<file path="config.mk">
export PLATFORM = sky130hd
export DESIGN_NAME = mrwt_ctrl
export DESIGN_NICKNAME = d
export VERILOG_FILES = /design/src/mrwt_pkg.sv /design/src/mrwt_ctrl.sv
export SDC_FILE = /design/constraint.sdc
export NUM_CORES = 1
export LEC_CHECK = 0
export ABC_AREA = 1
export BUFFER_PORTS_ARGS = -buffer_cell sky130_fd_sc_hd__buf_2
export CORE_MARGIN = 2
export CORE_UTILIZATION = 43
export DETAILED_ROUTE_END_ITERATION = 7
export PLACE_DENSITY = 0.83
export SLEW_MARGIN = 20
export SYNTH_ARGS = -nofsm -noshare
export SYNTH_HDL_FRONTEND = slang
export SYNTH_SLANG_ARGS = --single-unit
</file>
<file path="constraint.sdc">
create_clock -name aclk -period 1.45 [get_ports aclk]
set_input_delay 0.435 -clock aclk [delete_from_list [all_inputs] [get_ports aclk]]
set_output_delay 0.435 -clock aclk [all_outputs]
set_load 0.01 [all_outputs]
</file>
<file path="src/mrwt_pkg.sv">
// Package for the Miller-Rabin witness test block.
// Holds widths, the controller state type, the multiply op type and the command and status structs; no dependencies.
package mrwt_pkg;
    localparam int NUM_WIDTH = 32;
    localparam int CNT_WIDTH = $clog2(NUM_WIDTH + 1);
    localparam int PROD_WIDTH = 2 * NUM_WIDTH;

    typedef enum logic [3:0] {
        ST_IDLE,
        ST_CLASSIFY,
        ST_SHIFT,
        ST_REDUCE,
        ST_POW_STEP,
        ST_POW_WAIT,
        ST_SQ_START,
        ST_SQ_WAIT,
        ST_SQ_CHECK,
        ST_OUT
    } mrwt_state_t;

    typedef enum logic [1:0] {
        MM_REDUCE,   // base mod n
        MM_ACC,      // acc * b mod n
        MM_BSQ,      // b * b mod n
        MM_XSQ       // x * x mod n
    } mrwt_mm_op_t;

    typedef struct packed {
        logic        load;
        logic        shift_u;
        logic        mm_start;
        mrwt_mm_op_t mm_op;
        logic        exp_advance;
        logic        sq_commit;
        logic        cnt_dec;
    } mrwt_cmd_t;

    typedef struct packed {
        logic n_is_two;
        logic n_trivial;
        logic u_even;
        logic exp_zero;
        logic exp_bit;
        logic mm_busy;
        logic mm_done;
        logic cnt_zero;
        logic sq_witness;
        logic x_is_one;
    } mrwt_status_t;
endpackage

</file>
<file path="src/mrwt_ctrl.sv">
// Controller state machine for the witness test.
// Depends on mrwt_pkg; drives mrwt_datapath by command struct.
module mrwt_ctrl (
    input  logic                    aclk,
    input  logic                    aresetn,
    input  logic                    in_fire,
    input  logic                    out_busy,
    input  mrwt_pkg::mrwt_status_t  status,
    output mrwt_pkg::mrwt_cmd_t     cmd,
    output logic                    idle,
    output logic                    res_load,
    output logic                    res_prime,
    output logic                    res_trivial
);
    mrwt_pkg::mrwt_state_t state_reg, state_next;
    mrwt_pkg::mrwt_mm_op_t op_reg, op_next;
    logic                  prime_reg, prime_next;
    logic                  triv_reg, triv_next;

    always_comb begin
        state_next = state_reg;
        op_next    = op_reg;
        prime_next = prime_reg;
        triv_next  = triv_reg;
        cmd        = '0;
        cmd.mm_op  = op_reg;
        idle       = 1'b0;
        res_load   = 1'b0;
        unique case (state_reg)
            mrwt_pkg::ST_IDLE: begin
                idle = 1'b1;
                if (in_fire) begin
                    cmd.load   = 1'b1;
                    state_next = mrwt_pkg::ST_CLASSIFY;
                end
            end
            mrwt_pkg::ST_CLASSIFY: begin
                if (status.n_is_two) begin
                    prime_next = 1'b1;
                    triv_next  = 1'b1;
                    state_next = mrwt_pkg::ST_OUT;
                end else if (status.n_trivial) begin
                    prime_next = 1'b0;
                    triv_next  = 1'b1;
                    state_next = mrwt_pkg::ST_OUT;
                end else begin
                    triv_next  = 1'b0;
                    state_next = mrwt_pkg::ST_SHIFT;
                end
            end
            mrwt_pkg::ST_SHIFT: begin
                // strip factors of two from n-1
                if (status.u_even) begin
                    cmd.shift_u = 1'b1;
                end else begin
                    op_next      = mrwt_pkg::MM_REDUCE;
                    cmd.mm_op    = mrwt_pkg::MM_REDUCE;
                    cmd.mm_start = 1'b1;
                    state_next   = mrwt_pkg::ST_REDUCE;
                end
            end
            mrwt_pkg::ST_REDUCE: begin
                if (status.mm_done) begin
                    state_next = mrwt_pkg::ST_POW_STEP;
                end
            end
            mrwt_pkg::ST_POW_STEP: begin
                if (status.exp_zero) begin
                    state_next = mrwt_pkg::ST_SQ_START;
                end else begin
                    op_next    = status.exp_bit ? mrwt_pkg::MM_ACC : mrwt_pkg::MM_BSQ;
                    cmd.mm_op  = op_next;
                    cmd.mm_start = 1'b1;
                    state_next = mrwt_pkg::ST_POW_WAIT;
                end
            end
            mrwt_pkg::ST_POW_WAIT: begin
                if (status.mm_done) begin
                    if (op_reg == mrwt_pkg::MM_ACC) begin
                        op_next      = mrwt_pkg::MM_BSQ;
                        cmd.mm_op    = mrwt_pkg::MM_BSQ;
                        cmd.mm_start = 1'b1;
                    end else begin
                        cmd.exp_advance = 1'b1;
                        state_next      = mrwt_pkg::ST_POW_STEP;
                    end
                end
            end
            mrwt_pkg::ST_SQ_START: begin
                if (status.cnt_zero) begin
                    prime_next = status.x_is_one;
                    state_next = mrwt_pkg::ST_OUT;
                end else begin
                    op_next      = mrwt_pkg::MM_XSQ;
                    cmd.mm_op    = mrwt_pkg::MM_XSQ;
                    cmd.mm_start = 1'b1;
                    state_next   = mrwt_pkg::ST_SQ_WAIT;
                end
            end
            mrwt_pkg::ST_SQ_WAIT: begin
                if (status.mm_done) begin
                    state_next = mrwt_pkg::ST_SQ_CHECK;
                end
            end
            mrwt_pkg::ST_SQ_CHECK: begin
                if (status.sq_witness) begin
                    prime_next = 1'b0;
                    state_next = mrwt_pkg::ST_OUT;
                end else begin
                    cmd.sq_commit = 1'b1;
                    cmd.cnt_dec   = 1'b1;
                    state_next    = mrwt_pkg::ST_SQ_START;
                end
            end
            mrwt_pkg::ST_OUT: begin
                // hold until the output register is free
                if (!out_busy) begin
                    res_load   = 1'b1;
                    state_next = mrwt_pkg::ST_IDLE;
                end
            end
            default: state_next = mrwt_pkg::ST_IDLE;
        endcase
    end

    always_ff @(posedge aclk) begin
        op_reg    <= op_next;
        prime_reg <= prime_next;
        triv_reg  <= triv_next;
        if (!aresetn) begin
            state_reg <= mrwt_pkg::ST_IDLE;
        end else begin
            state_reg <= state_next;
        end
    end

    assign res_prime   = prime_reg;
    assign res_trivial = triv_reg;
endmodule
</file>
Word-level counts from Yosys, hierarchy flattened. Cells that the tools add are included. W data, S select, Z words.

Reduce and logical (&&, ||, !) cells: 6. Equal/unequal tests: 23. Muxes and demuxes: 43.

Operators with widths (number): $mux W4 (12); $pmux W4 S10 (1); $ne A2 B2 Y1 const B (12); $mux W2 (9); $eq A4 B3 Y1 const B (4); $mux W1 (14); $mux W3 (4); $pmux W3 S4 (1); $eq A4 B2 Y1 const B (2); $eq A4 B4 Y1 const B (2); $pmux W2 S4 (1); $reduce_and A7 Y1 (1); $reduce_and A6 Y1 (1); $eq A4 B1 Y1 const B (1); $logic_not A4 Y1 (1); $reduce_and A4 Y1 (1); $reduce_bool A4 Y1 (1); $ne A3 B3 Y1 const B (1); $pmux W1 S3 (1); $reduce_bool A3 Y1 (1); $eq A2 B1 Y1 const B (1).

Logic and storage cells: 76. Flip-flop bits (word level): 8.

Longest topological paths before layout.
Depth in word-level cells: 4. Gate-level depth with buffers: 9. Depth with buffers taken out: 9.

Worst setup path before layout. Ideal clock, no wire load.

Path kind: register -> output. From: register state_reg[0]. To: output cmd[4] in the netlist's numbering. Path slack: -155 ps. Cell stages (with the launch flop): 8. Arrival: 1170 ps. Buffers on the path: 1. Cell sequence: dfxtp_1 -> buf_4 -> inv_2 -> nor2_2 -> nand2_1 -> nor3_1 -> nor3_1 -> o22ai_1.

RTL lines: start: declaration (line mrwt_ctrl.sv:15) `mrwt_pkg::mrwt_state_t state_reg, state_next;`; start signal: assignment (line mrwt_ctrl.sv:131) `state_reg <= mrwt_pkg::ST_IDLE;`; start signal: assignment (line mrwt_ctrl.sv:133) `state_reg <= state_next;`; end: declaration (line mrwt_ctrl.sv:9) `output mrwt_pkg::mrwt_cmd_t cmd,`.

==> flow_summary.yaml <==
finish:
  n_antenna_cell: 0
  drive_gt1_share_pct: 65.1
  largest_reg_flops: 4
  layout_common_cells: "28 x buf_4, 25 x nand2_1, 19 x buf_2"
  area_delta_synth_final_pct: 102
  layout_commonest_cell: "buf_4"
  final_util_pct: 95.7
  nNetsFinal: 201
die:
  fp.dieH_um: 45.5
  initial_core_util_pct: 47.5
  die_area_um2: 2070
  rows: 14
  dieWidth_um: 45.5
  design.core.area_um2: 1560
  io_pins: 26
status:
  outcome: "finished with violations"
  violations: "setup timing"
synth:
  seq_area_frac_synth_pct: 27.0
  synth.distinct_cells: 22
  synth_fp_nets: 136
  synthCells: 122
  ys_warn_count: 0
  syn_avg_cell_area_um2: 6.07
  ys_seq_elements: 8
  syn_area_um2: 741
pwr:
  switching_share_pct: 49.7
  power_mw: 2.71
  clockPowerShare_pct: 9.0
  pwr-share-comb_pct: 75.4
  intPower_mw: 1.37
  power_density_nw_per_um2: 1820
  leakage_nw: 0.747
  ir_drop_uv: 1460
  pwr-share-seq_pct: 15.6
  p_sw_mw: 1.35
drt:
  via_per_inst: 6.72
  drcViolationCount: 0
  avgRoutedWirePerCell_um: 23.5
  first_pass_iters: 5
  antenna_left: 0
  wirelength_mm: 4.75
  drt_iter0_markers: 102
  via_count: 1358
timing:
  slew_headroom_pct: 77.1
  fin_worst_skew_ns: 0.0200
  tightestPinTransition_ns: 0.340
  fin_ws_ns: -0.692
  hold_viol: 0
  slew_violations: 0
  max_freq_mhz: 467
  rsz0062_at_grt: "yes"
  period_share_pct: 148
  setup_viol: 18
  min_period_ns: 2.14
global_route:
  grt.overflow.total: 0
  antenna_found_initial: 0
  use_met2_pct: 67.9
  grt_first_pass_wirelength_mm: 5.58
  grt_max_degree: 8
  groute.usage.overall_pct: 39.0
  grt_use_met1_pct: 43.0
  top_usage_layer: "met2"
  met3_usage_pct: 6.75
  grt_pass1_vias: 1166
setup_path:
  startpoint: "state_reg[0]"
  worstPathRequired_ns: 1.02
  crit_path_start_kind: "register"
  r2r_start: "state_reg[0]"
  cp.arrival_ns: 1.71
  criticalPathCategory: "register to output port"
  crit_fanout: 7
  end_kind: "output port"
clock_tree:
  clockBufferDepth: 2
  cts_buffers: 3
  cts_tree: "done"
  h-tree-depth: 1
  cts.sinks: 8
  hold_buffers: 0
  cts_root_buffer: "clkbuf_4"
  insertion_delay_ns: 0.31
  path_clk_slew_ns: 0.09
placement:
  portBuffers: 24
  hpwlAfterDp_mm: 2.02
  place.gp.congestion: 0.928
job:
  maxCapViolations: 0
worst_hold_path:
  hp-class: "input port to register"
  hp-start: "status[8]"
==> layout make-up <==
type                            count  area (um^2)
Multi-Input combinational cell     90          656
Timing Repair Buffer               62          483
Sequential cell                     8          215
Tap cell                           16         20.0
Fill cell                          40         66.3
Clock buffer                        4         26.3
Inverter                           22         92.6
==> worst max-delay path: stages (launching register included) <==
cell and delay, ns:
dfxtp_4 0.36, buf_12 0.14, nand2_1 0.11, inv_2 0.07, o21ai_2 0.21, nand3_4 0.14
nor2_2 0.15, o22ai_2 0.09, buf_2 0.14
==> power by group through the flow <==
stage / registers (mW) / logic (mW) / clock network [mW]
final: 0.423 / 2.05 / 0.244
after detailed placement: 0.406 / 1.17 / 0
after global placement: 0.398 / 1.12 / 0
after floorplan: 0.388 / 0.686 / 0
after global routing: 0.423 / 2.13 / 0.247
after CTS: 0.406 / 1.48 / 0.211
==> Yosys cell counts, drive strengths merged <==
cell type,n,area [um^2]
a21oi,5,25.0
nand2,34,130
inv,21,78.8
nor3,4,20.0
o22ai,1,6.26
nor2,17,98.8
clkinv,1,3.75
a211oi,2,15.0
edfxtp,4,120
o21ai,4,20.0
or2,1,6.26
dfxtp,4,80.1
nor4,1,6.26
nand3,19,100
o211ai,2,15.0
buf,2,15.0
==> logic make-up (layout without fill, tap and decap cells) <==
kind of cell | after synthesis | after routing | synth area share [%]
AND/OR/NAND/NOR | 76 | 76 | 48.8
buffers and inverters | 24 | 88 | 13.2
AO/OA/AOI/OAI | 14 | 14 | 11.0
flip-flops | 8 | 8 | 27.0
==> per-layer routing <==
metal  part of all wire (%)  routed length (um)  vias up
met5                      0                   0        -
met4                     11                 535        0
met3                     13                 633       71
met2                     43                2040      169
met1                     32                1540      593
li1                       -                   -      525
==> worst paths after layout <==
kind,to,slack [ns],cells past startpoint
min reg2reg,state_reg[1],0.60,2
min,res_trivial,0.44,2
max,cmd[4],-0.69,8
max reg2reg,state_reg[1],-0.35,12
==> timing repair <==
action / in CTS / in global routing
buffers inserted: 11 / 8
setup endpoints to repair: 17 / 18
resized for setup: 22 / 38
pin swaps: 11 / 9
==> through the flow <==
step	worst slack (ns)	hold WS [ns]	instance area [um^2]	std cells	TNS (ns)
floorplan	-0.0204	0.499	798	122	-0.0330
global placement	-0.197	0.506	1100	182	-0.792
detailed placement	-0.249	0.516	1100	182	-1.44
CTS	-0.441	0.436	1300	197	-3.87
global route	-0.730	0.452	1490	202	-7.48
finish	-0.692	0.442	1490	202	-6.89
Power figures use the tool's default switching activity.
